[src/design/modular_exponentiation_defines.svh]
// Assertion macros shared by the modular exponentiation RTL.
`ifndef MODULAR_EXPONENTIATION_DEFINES_SVH
`define MODULAR_EXPONENTIATION_DEFINES_SVH

`ifndef ASSERT_OFF

// same-cycle implication
`define MEXP_ASSERT_IMP(lbl, clk, rst_n, ante, cons) \
    lbl: assert property (@(posedge clk) disable iff (!rst_n) (ante) |-> (cons)) \
        else $error("implication check failed");

// next-cycle implication
`define MEXP_ASSERT_NXT(lbl, clk, rst_n, ante, cons) \
    lbl: assert property (@(posedge clk) disable iff (!rst_n) (ante) |=> (cons)) \
        else $error("next-cycle check failed");

`else

`define MEXP_ASSERT_IMP(lbl, clk, rst_n, ante, cons)
`define MEXP_ASSERT_NXT(lbl, clk, rst_n, ante, cons)

`endif

`endif

[src/design/mexp_pkg.sv]
// Shared constants for the modular exponentiation block.
`timescale 1ns / 1ps
package mexp_pkg;

    localparam int FieldW         = 63;   // base and exponent port width
    localparam int PowerW         = 30;   // residue width
    localparam int ExpBitsDefault = 63;
    localparam int MulW           = 32;   // shared multiplier operand width
    localparam int MuW            = PowerW + 1;

    localparam logic [63:0] PrimeModL  = 64'd1000000007;
    localparam logic [63:0] BarrettMuL = (64'd1 << (2 * PowerW)) / PrimeModL;
    // 2^30 mod P, the weight of one 30-bit base digit
    localparam logic [63:0] RadixResL  = (64'd1 << PowerW) % PrimeModL;

    localparam logic [PowerW-1:0] PrimeMod  = PrimeModL[PowerW-1:0];
    localparam logic [MuW-1:0]    BarrettMu = BarrettMuL[MuW-1:0];
    localparam logic [PowerW-1:0] RadixRes  = RadixResL[PowerW-1:0];

endpackage

[src/design/mexp_mulmod.sv]
// Modular multiplier: one shared 32x32 multiplier stepped through a Barrett reduction.
`timescale 1ns / 1ps
module mexp_mulmod (
    input  logic                        i_clk,
    input  logic                        i_rst_n,
    input  logic                        i_start,
    input  logic [mexp_pkg::PowerW-1:0] i_a,
    input  logic [mexp_pkg::PowerW-1:0] i_b,
    output logic                        o_done,
    output logic [mexp_pkg::PowerW-1:0] o_res
);
    import mexp_pkg::*;

    localparam int XW = 2 * PowerW;
    localparam logic [MulW-1:0] P1 = MulW'(PrimeMod);
    localparam logic [MulW-1:0] P2 = MulW'({PrimeMod, 1'b0});

    typedef enum logic [5:0] {
        S_IDLE = 6'b000001,
        S_MUL  = 6'b000010,
        S_EST  = 6'b000100,
        S_QP   = 6'b001000,
        S_SUB  = 6'b010000,
        S_FIX  = 6'b100000
    } t_mm_state;

    t_mm_state           r_state, n_state;
    logic                r_done,  n_done;
    logic [PowerW-1:0]   r_a,     n_a;
    logic [PowerW-1:0]   r_b,     n_b;
    logic [MulW-1:0]     r_x,     n_x;
    logic [2*MulW-1:0]   r_prod,  n_prod;
    logic [MulW-1:0]     r_rem,   n_rem;
    logic [PowerW-1:0]   r_res,   n_res;

    logic [MulW-1:0]     mul_a, mul_b;
    logic [2*MulW-1:0]   mul_p;

    // operand select for the single multiplier
    always_comb begin
        mul_a = '0;
        mul_b = '0;
        case (r_state)
            S_MUL: begin
                mul_a = MulW'(r_a);
                mul_b = MulW'(r_b);
            end
            S_EST: begin
                // x >> 29 times mu
                mul_a = MulW'(r_prod[XW-1:PowerW-1]);
                mul_b = MulW'(BarrettMu);
            end
            S_QP: begin
                // q = (x >> 29) * mu >> 31
                mul_a = MulW'(r_prod[XW+1:PowerW+1]);
                mul_b = P1;
            end
            default: ;
        endcase
    end

    assign mul_p = (2*MulW)'(mul_a) * (2*MulW)'(mul_b);

    always_comb begin
        n_state = r_state;
        n_done  = 1'b0;
        n_a     = r_a;
        n_b     = r_b;
        n_x     = r_x;
        n_prod  = r_prod;
        n_rem   = r_rem;
        n_res   = r_res;
        case (r_state)
            S_IDLE: begin
                if (i_start) begin
                    n_a     = i_a;
                    n_b     = i_b;
                    n_state = S_MUL;
                end
            end
            S_MUL: begin
                n_prod  = mul_p;
                n_state = S_EST;
            end
            S_EST: begin
                n_x     = r_prod[MulW-1:0];
                n_prod  = mul_p;
                n_state = S_QP;
            end
            S_QP: begin
                n_prod  = mul_p;
                n_state = S_SUB;
            end
            S_SUB: begin
                // remainder is below 3P, so 32 bits hold it exactly
                n_rem   = r_x - r_prod[MulW-1:0];
                n_state = S_FIX;
            end
            S_FIX: begin
                if (r_rem >= P2) begin
                    n_res = PowerW'(r_rem - P2);
                end else if (r_rem >= P1) begin
                    n_res = PowerW'(r_rem - P1);
                end else begin
                    n_res = PowerW'(r_rem);
                end
                n_done  = 1'b1;
                n_state = S_IDLE;
            end
            default: n_state = S_IDLE;
        endcase
    end

    always_ff @(posedge i_clk) begin
        if (!i_rst_n) begin
            r_state <= S_IDLE;
            r_done  <= 1'b0;
        end else begin
            r_state <= n_state;
            r_done  <= n_done;
        end
    end

    always_ff @(posedge i_clk) begin
        r_a    <= n_a;
        r_b    <= n_b;
        r_x    <= n_x;
        r_prod <= n_prod;
        r_rem  <= n_rem;
        r_res  <= n_res;
    end

    assign o_done = r_done;
    assign o_res  = r_res;

endmodule

[src/design/modular_exponentiation.sv]
// Top level: base^exponent mod 1000000007 by right-to-left square-and-multiply.
//
// Command channel: hold i_base/i_exponent and raise start; the word is taken
// at a clock edge where start is high and busy is low. busy stays high until
// the result is issued.
// Result channel: o_power is valid for exactly one cycle while o_valid is
// high; the receiver cannot stall, so the word must be captured then.
// Sequence: the base is folded mod the prime 30 bits at a time, two passes
// through the shared Barrett multiplier, before the first exponent bit.
// Each exponent bit then costs a square only (bit clear) or a multiply
// and a square (bit set), both on the shared Barrett multiplier; the scan
// stops after the highest set bit, skipping the last square.
// One word is in flight at a time. busy drops in the cycle o_valid is high,
// so the next command can be taken there.
// Reset (synchronous, active low) returns both sequencers to idle and clears
// o_valid; no result is issued for a word that was in flight.
`timescale 1ns / 1ps
`include "modular_exponentiation_defines.svh"
module modular_exponentiation #(
    parameter int EXP_BITS = mexp_pkg::ExpBitsDefault
) (
    input  logic                        i_clk,
    input  logic                        i_rst_n,
    input  logic                        start,
    output logic                        busy,
    input  logic [mexp_pkg::FieldW-1:0] i_base,
    input  logic [mexp_pkg::FieldW-1:0] i_exponent,
    output logic                        o_valid,
    output logic [mexp_pkg::PowerW-1:0] o_power
);
    import mexp_pkg::*;

    typedef enum logic [4:0] {
        S_IDLE  = 5'b00001,
        S_RED   = 5'b00010,
        S_CHECK = 5'b00100,
        S_MULW  = 5'b01000,
        S_SQW   = 5'b10000
    } t_state;

    t_state               r_state,   n_state;
    logic                 r_valid,   n_valid;
    logic [2*PowerW-1:0]  r_base_sh, n_base_sh;
    logic                 r_cnt,     n_cnt;
    logic [PowerW-1:0]    r_b,       n_b;
    logic [PowerW-1:0]    r_acc,     n_acc;
    logic [EXP_BITS-1:0]  r_exp,     n_exp;
    logic [PowerW-1:0]    r_power,   n_power;

    logic                 mm_start;
    logic [PowerW-1:0]    mm_a;
    logic [PowerW-1:0]    mm_b;
    logic                 mm_done;
    logic [PowerW-1:0]    mm_res;
    logic                 mm_wait;

    logic [PowerW-1:0]    red_dig;
    logic [PowerW-1:0]    red_d;
    logic [PowerW:0]      red_t;
    logic [PowerW:0]      red_n;

    // fold: residue * 2^30 (from the multiplier) plus the next 30-bit digit
    assign red_dig = r_base_sh[2*PowerW-1:PowerW];
    assign red_d   = (red_dig >= PrimeMod) ? red_dig - PrimeMod : red_dig;
    assign red_t   = {1'b0, mm_res} + {1'b0, red_d};
    assign red_n = (red_t >= {1'b0, PrimeMod}) ? red_t - {1'b0, PrimeMod} : red_t;

    mexp_mulmod u_mulmod (
        .i_clk   (i_clk),
        .i_rst_n (i_rst_n),
        .i_start (mm_start),
        .i_a     (mm_a),
        .i_b     (mm_b),
        .o_done  (mm_done),
        .o_res   (mm_res)
    );

    always_comb begin
        n_state   = r_state;
        n_valid   = 1'b0;
        n_base_sh = r_base_sh;
        n_cnt     = r_cnt;
        n_b       = r_b;
        n_acc     = r_acc;
        n_exp     = r_exp;
        n_power   = r_power;
        mm_start  = 1'b0;
        mm_a      = r_b;
        mm_b      = r_b;
        case (r_state)
            S_IDLE: begin
                if (start) begin
                    n_base_sh = i_base[2*PowerW-1:0];
                    n_cnt     = 1'b0;
                    n_acc     = PowerW'(1);
                    n_exp     = i_exponent[EXP_BITS-1:0];
                    // top three base bits times 2^30 mod P
                    mm_start  = 1'b1;
                    mm_a      = PowerW'(i_base[FieldW-1:2*PowerW]);
                    mm_b      = RadixRes;
                    n_state   = S_RED;
                end
            end
            S_RED: begin
                if (mm_done) begin
                    n_b       = red_n[PowerW-1:0];
                    n_base_sh = r_base_sh << PowerW;
                    if (!r_cnt) begin
                        n_cnt    = 1'b1;
                        mm_start = 1'b1;
                        mm_a     = red_n[PowerW-1:0];
                        mm_b     = RadixRes;
                    end else begin
                        n_state = S_CHECK;
                    end
                end
            end
            S_CHECK: begin
                if (r_exp == '0) begin
                    n_valid = 1'b1;
                    n_power = r_acc;
                    n_state = S_IDLE;
                end else begin
                    mm_start = 1'b1;
                    if (r_exp[0]) begin
                        mm_a    = r_acc;
                        n_state = S_MULW;
                    end else begin
                        n_state = S_SQW;
                    end
                end
            end
            S_MULW: begin
                if (mm_done) begin
                    n_acc = mm_res;
                    if ((r_exp >> 1) == '0) begin
                        // last set bit: the square would go unused
                        n_valid = 1'b1;
                        n_power = mm_res;
                        n_state = S_IDLE;
                    end else begin
                        mm_start = 1'b1;
                        n_state  = S_SQW;
                    end
                end
            end
            S_SQW: begin
                if (mm_done) begin
                    n_b     = mm_res;
                    n_exp   = r_exp >> 1;
                    n_state = S_CHECK;
                end
            end
            default: n_state = S_IDLE;
        endcase
    end

    always_ff @(posedge i_clk) begin
        if (!i_rst_n) begin
            r_state <= S_IDLE;
            r_valid <= 1'b0;
        end else begin
            r_state <= n_state;
            r_valid <= n_valid;
        end
    end

    always_ff @(posedge i_clk) begin
        r_base_sh <= n_base_sh;
        r_cnt     <= n_cnt;
        r_b       <= n_b;
        r_acc     <= n_acc;
        r_exp     <= n_exp;
        r_power   <= n_power;
    end

    assign busy    = (r_state != S_IDLE);
    assign o_valid = r_valid;
    assign o_power = r_power;

    assign mm_wait = (r_state == S_RED) || (r_state == S_MULW) || (r_state == S_SQW);

    `MEXP_ASSERT_IMP(a_power_range, i_clk, i_rst_n, o_valid, o_power < PrimeMod)
    `MEXP_ASSERT_NXT(a_busy_after_accept, i_clk, i_rst_n, start && !busy, busy)
    `MEXP_ASSERT_NXT(a_single_strobe, i_clk, i_rst_n, o_valid, !o_valid)
    `MEXP_ASSERT_IMP(a_mm_done_expected, i_clk, i_rst_n, mm_done, mm_wait)

endmodule
[config.mk]
export PLATFORM = sky130hd
export DESIGN_NAME = modular_exponentiation
export DESIGN_NICKNAME = d
export VERILOG_FILES = /design/src/design/mexp_pkg.sv /design/src/design/mexp_mulmod.sv /design/src/design/modular_exponentiation.sv
export VERILOG_INCLUDE_DIRS = /design/src /design/src/design
export SDC_FILE = /design/constraint.sdc
export NUM_CORES = 2
export LEC_CHECK = 0
export ABC_AREA = 1
export BUFFER_PORTS_ARGS = -buffer_cell sky130_fd_sc_hd__buf_2
export CAP_MARGIN = 20
export CELL_PAD_IN_SITES_DETAIL_PLACEMENT = 0
export CELL_PAD_IN_SITES_GLOBAL_PLACEMENT = 1
export CORE_ASPECT_RATIO = 1.25
export CORE_MARGIN = 2
export CORE_UTILIZATION = 25
export CTS_CLUSTER_DIAMETER = 30
export DETAILED_ROUTE_END_ITERATION = 16
export PLACE_DENSITY = 0.59
export SYNTH_ARGS = -nofsm -noshare
export SYNTH_HDL_FRONTEND = slang
export SYNTH_HIERARCHICAL = 1
export SYNTH_SLANG_ARGS = --single-unit
[constraint.sdc]
create_clock -name i_clk -period 7.8 [get_ports i_clk]
set_clock_uncertainty 0.1 [all_clocks]
set_input_delay 0.39 -clock i_clk [delete_from_list [all_inputs] [get_ports i_clk]]
set_output_delay 0.39 -clock i_clk [all_outputs]
set_load 0.02 [all_outputs]
Word-level counts from Yosys, hierarchy flattened:

Index checks and enable logic that the tools add are counted.

* add/subtract/negate cells: 6
* $mul: 1
* $lt $le $gt $ge: 4
* eq/ne operators: 20
* muxes and demuxes: 57
* reduce and logical (&&, ||, !) cells: 15

Operator list (count)
* $mux W30: 18
* $pmux W30 S2: 4
* $pmux W31 S3: 2
* $logic_not A63 Y1: 2
* $mux W63: 2
* $pmux W63 S2: 1
* $mux W60: 2
* $pmux W60 S2: 1
* $sub A30 B30 Y30 const B: 4
* $pmux W30 S3: 1
* $mul A31 B31 Y62: 1
* $mux W5: 8
* $ge A32 B30 Y1 const B: 1
* $ge A32 B31 Y1 const B: 1
* $sub A32 B32 Y32: 1
* $add A30 B30 Y31: 1
* $ge A31 B30 Y1 const B: 1
* $ge A30 B30 Y1 const B: 1
* $pmux W6 S5: 1
* $pmux W5 S5: 1
* $mux W1: 12
* $reduce_and A3 Y1: 4
* $ne A2 B2 Y1 const B: 5
* $reduce_bool A2 Y1: 5
* other kinds (20): 23

* register bits after elaboration: 443
* word-level logic and storage cells: 119

Depth between registers and ports, before layout:

* depth in word-level cells: 8
* gate-level depth with buffers: 40
* mapped depth without buffers: 40

Cells and area by module:

Netlist, hierarchy kept.

Modules (own cells, without submodules)
* mexp_mulmod: times used 1, cells each 5897, area each 45969.1 µm²
* modular_exponentiation: times used 1, cells each 2029, area each 14876.8 µm²

Worst setup path after synthesis:

No wires, ideal clock.

* path type: register to register
* start point: reg u_mulmod.r_state[5]
* end point: reg u_mulmod.r_prod[61], data pin
* library setup time: 0.252 ns
* data arrival time: 7.062 ns
* required time: 7.448 ns
* setup slack: 0.385 ns
* cell stages (with the launch flop): 34
* path buffers: 2
* period minus slack after synthesis: 7.415 ns
* path through: dfxtp_1 -> inv_1 -> nand2_2 -> inv_1 -> nand4_4 -> inv_1 -> buf_4 -> nand2_1 -> o211ai_2 -> buf_4 -> nand2_1 -> inv_1 -> fa_1 -> fa_1 -> inv_1 -> fa_1 -> fa_1 -> fa_1 -> inv_1 -> fa_1 -> fa_1 -> inv_1 -> fa_1 -> inv_1 -> ha_1 -> nand2_1 -> inv_1 -> a21oi_1 -> o21ai_0 -> nand3b_1 -> nand2_1 -> nand2_1 -> nand2_1 -> nand2_1

* cells in the longest elaborated chain, start to end: 3

Ends and longest elaborated chain
* start, declared: RTL line mexp_mulmod.sv:27 `t_mm_state r_state, n_state;`
* start signal, assigned: RTL line mexp_mulmod.sv:119 `r_state <= n_state;`
* $eq A6 B4 Y1 (tied with other cells): RTL line mexp_mulmod.sv:43 `case (r_state)`
* $pmux W31 S3: RTL line mexp_mulmod.sv:43
* $mul A31 B31 Y62 *: RTL line mexp_mulmod.sv:62 `assign mul_p = (2*MulW)'(mul_a) * (2*MulW)'(mul_b);`
* named net u_mulmod.mul_p[61]: RTL line mexp_mulmod.sv:37 `logic [2*MulW-1:0] mul_p;`
* end signal, assigned: RTL line mexp_mulmod.sv:128 `r_prod <= n_prod;`
* end, declared: RTL line mexp_mulmod.sv:32 `logic [2*MulW-1:0] r_prod, n_prod;`

The timed path passes the listed nets; every way through them passes the cells marked *.
A chain may end at the register's enable or synchronous reset.

Final worst setup path:

* start point: reg u_mulmod.r_state[4]
* end point: reg u_mulmod.r_prod[29], data pin

The elaborated chain is that of the path after synthesis.

==> impl_metrics.env <==
export IMPL_status="complete, but fails checks"
export IMPL_failed_checks="negative setup slack"
export IMPL_netlist_area_sq_mm=0.06085
export IMPL_rows=202
export IMPL_wire_per_inst_um=21.09
export IMPL_fmax_mhz=126.4
export IMPL_power_w=0.008287
export IMPL_synthMostInstantiatedCell="nand2_1"
export IMPL_critPathMaxStageDelay_ns=0.57
export IMPL_dpl_cell_area_sq_mm=0.06968
export IMPL_grt_use_total=0.1996
export IMPL_r2r_end="u_mulmod/r_prod[29]$_DFFE_PP_"
export IMPL_seq_area_frac_synth=0.2165
export IMPL_gp_congestion=0.9762
export IMPL_hold_viol_final=0
export IMPL_dpl_hpwl_um=208900
export IMPL_critPathKind="flip-flop to flip-flop"
export IMPL_synthToLayoutAreaGrowth_pct=27.48
export IMPL_viasPerCell=4.404
export IMPL_final_setup_tns_ns=-1.393
export IMPL_r2r_setup_slack_ns=-0.11
export IMPL_ir_drop_mv=0.1892
export IMPL_hold_end="r_base_sh[32]$_DFFE_PP_"
export IMPL_hold_start="i_base[32]"
export IMPL_cp_end_kind="flip-flop"
export IMPL_cts_root_buf="clkbuf_16"
export IMPL_port_buffers=160
export IMPL_antenna_found_initial=4
export IMPL_clkSinkCount=443
export IMPL_placed_cells=11550
export IMPL_min_path_type="primary input to flip-flop"
export IMPL_overflow=0
export IMPL_synthArstFlopShare=0
export IMPL_maxCapViolCount=0
export IMPL_netlist_instances=7926
export IMPL_clk_path_buf_depth=3
export IMPL_cp_common_cell="fa_1"
export IMPL_cts_tree="yes"
export IMPL_fin_util=0.3204
export IMPL_cts_buffers=84
export IMPL_start_kind="flip-flop"
export IMPL_ys_ff_latch=443
export IMPL_synth_top_area_cell="fa_1"
export IMPL_cp_slowest_cell="fa_1"
export IMPL_fin_cells=11930
export IMPL_synth_edf_count=430
export IMPL_num_vias=52530
export IMPL_grt_pass1_vias=55290
export IMPL_rsz0062_at_grt="true"
export IMPL_cts_max_level=3
export IMPL_ys_types=56
export IMPL_synth_warnings=6
export IMPL_cts_clk_slew_worst_paths_ns=0.06
export IMPL_powerDensity_mw_per_mm2=106.8
export IMPL_die_x_um=445.3
export IMPL_antenna_left=0
export IMPL_drv_slew=0
export IMPL_cellLeakagePower_nw=41.43
export IMPL_start_util=0.2513
export IMPL_rr_worst_depth=33
export IMPL_first_iter_violations=3390
export IMPL_firstDrtPassIters=5
export IMPL_fin_crit_ns=7.912
export IMPL_synth_ff_type="edfxtp_1"
export IMPL_layout_drive_gt1_share=0.1788
export IMPL_min_path_cells=3
export IMPL_nNetsFinal=9981
export IMPL_reg2reg_from="u_mulmod/r_state[4]$_SDFFE_PN0P_"
export IMPL_cp_required_ns=8.15
export IMPL_clk_latency_ns=0.72
export IMPL_finalSetupViolCount=30
export IMPL_synth_top_area_frac=0.2760
export IMPL_worst_slew_pin_slew_ns=0.9558
export IMPL_grt_max_degree=94
export IMPL_synth_common_cells="nand2_1 (2467), inv_1 (2028), fa_1 (839), edfxtp_1 (430), nor2_1 (420)"
export IMPL_final_setup_worst_slack_ns=-0.1124
export IMPL_grt_pass1_wl_um=363600
export IMPL_io_pin_count=161
export IMPL_antenna_cells=0
export IMPL_synth_avg_cell_area_sq_um=7.677
export IMPL_die_area_sq_mm=0.2474
export IMPL_die_y_um=555.6
export IMPL_timing_final_crit_share=1.014
export IMPL_path_max_fanout=8
export IMPL_ys_top_cells_by_area="fa_1 (28%), edfxtp_1 (21%), nand2_1 (15%), inv_1 (13%), ha_1 (6.6%)"
export IMPL_cp_arrival_ns=8.27
export IMPL_routed_wl_um=251500
export IMPL_coreArea_sq_mm=0.2421
export IMPL_drc=0
export IMPL_relSlewSlack=0.3628
export IMPL_final_area_sq_mm=0.07757
## state kept, by name (all words and copies together) (netlist names), 5 cells and up
name,flops
u_mulmod/r_a,30
r_state,5
o_power,30
u_mulmod/r_prod,62
u_mulmod/r_rem,32
r_b,30
u_mulmod/o_res,30
r_exp,63
r_acc,30
u_mulmod/r_state,6
r_base_sh,60
u_mulmod/r_x,32
u_mulmod/r_b,30
## cell type report
type	instances	area, sq um
inverter	2060	7759
fill	25830	164600
timing repair buffer	954	9037
clock inverter	72	758.2
clock buffer	86	2110
sequential	443	13180
tap	3162	3956
multi-input combinational	5149	40770
## how the worst max path moves through the flow
stage / start / to / slack (ns) / depth (start not counted)
floorplan: u_mulmod/r_state[5]$_SDFFE_PN0P_ / u_mulmod/r_prod[61]$_DFFE_PP_ / 0.39 / 33
global placement: u_mulmod/r_state[5]$_SDFFE_PN0P_ / u_mulmod/r_prod[23]$_DFFE_PP_ / -0.69 / 35
detailed placement: u_mulmod/r_state[4]$_SDFFE_PN0P_ / u_mulmod/r_prod[23]$_DFFE_PP_ / -0.72 / 35
CTS: u_mulmod/r_state[5]$_SDFFE_PN0P_ / u_mulmod/r_prod[55]$_DFFE_PP_ / -0.12 / 34
global route: u_mulmod/r_state[1]$_SDFFE_PN0P_ / u_mulmod/r_prod[50]$_DFFE_PP_ / -0.36 / 34
finish: u_mulmod/r_state[4]$_SDFFE_PN0P_ / u_mulmod/r_prod[29]$_DFFE_PP_ / -0.11 / 33
## cells in the final DEF, fill, tap and decap left out, types with 147 or more instances in the layout
cell / instances
nand2_1: 2348
a21oi_1: 147
nor2_1: 348
nand3_1: 219
ha_1: 274
buf_4: 481
fa_1: 786
edfxtp_1: 430
inv_1: 1940
buf_2: 160
o21ai_0: 173
## worst max-delay path: cells and delay by family (launching register included)
family / cells / cell delay [ns]
fa+ha+maj: 9 / 4.44
buf+inv: 13 / 1.21
simple gates: 7 / 0.74
flops: 1 / 0.35
xor+xnor: 1 / 0.13
compound gates: 3 / 0.65
## timing repair
item / CTS / global route
gates resized for setup: 263 / 461
setup buffers: 27 / 63
gates cloned: 2 / 14
pin swaps: 24 / 137
setup endpoints to repair: 51 / 52
hold buffers: 123 / 0
endpoints found under the hold margin: 127 / 0
## metal layers
metal	share of wire	wire length, um	global-route usage
met2	0.50	126500	0.3601
met4	0.070	17620	0.1144
met3	0.036	8942	0.01469
met5	0	0	0
met1	0.39	98450	0.2319
## logic make-up after synthesis
family | synth area share
adder cells (fa/ha/maj) | 0.3421
buffers and inverters | 0.1524
XOR/XNOR | 0.02009
AND/OR/NAND/NOR | 0.2214
AO/OA/AOI/OAI | 0.04746
other | 0.0001234
flip-flops | 0.2165
## stage by stage
stage               hold WS, ns  worst slack [ns]
CTS                     0.03320           -0.1250
finish                  0.03966           -0.1124
global route            0.04979           -0.3571
global placement         0.3560           -0.6871
detailed placement       0.3416           -0.7184
floorplan                0.3233            0.3854
## power breakdown
part | total [W] | switching (W) | leakage, nW | internal, W
Combinational | 0.00168 | 0.00111 | 35.9 | 0.000571
Clock | 0.00368 | 0.00153 | 1.39 | 0.00216
Sequential | 0.00293 | 0.000102 | 4.10 | 0.00283
Total | 0.00829 | 0.00273 | 41.4 | 0.00555
No activity file was read; power rests on OpenSTA's default activity.
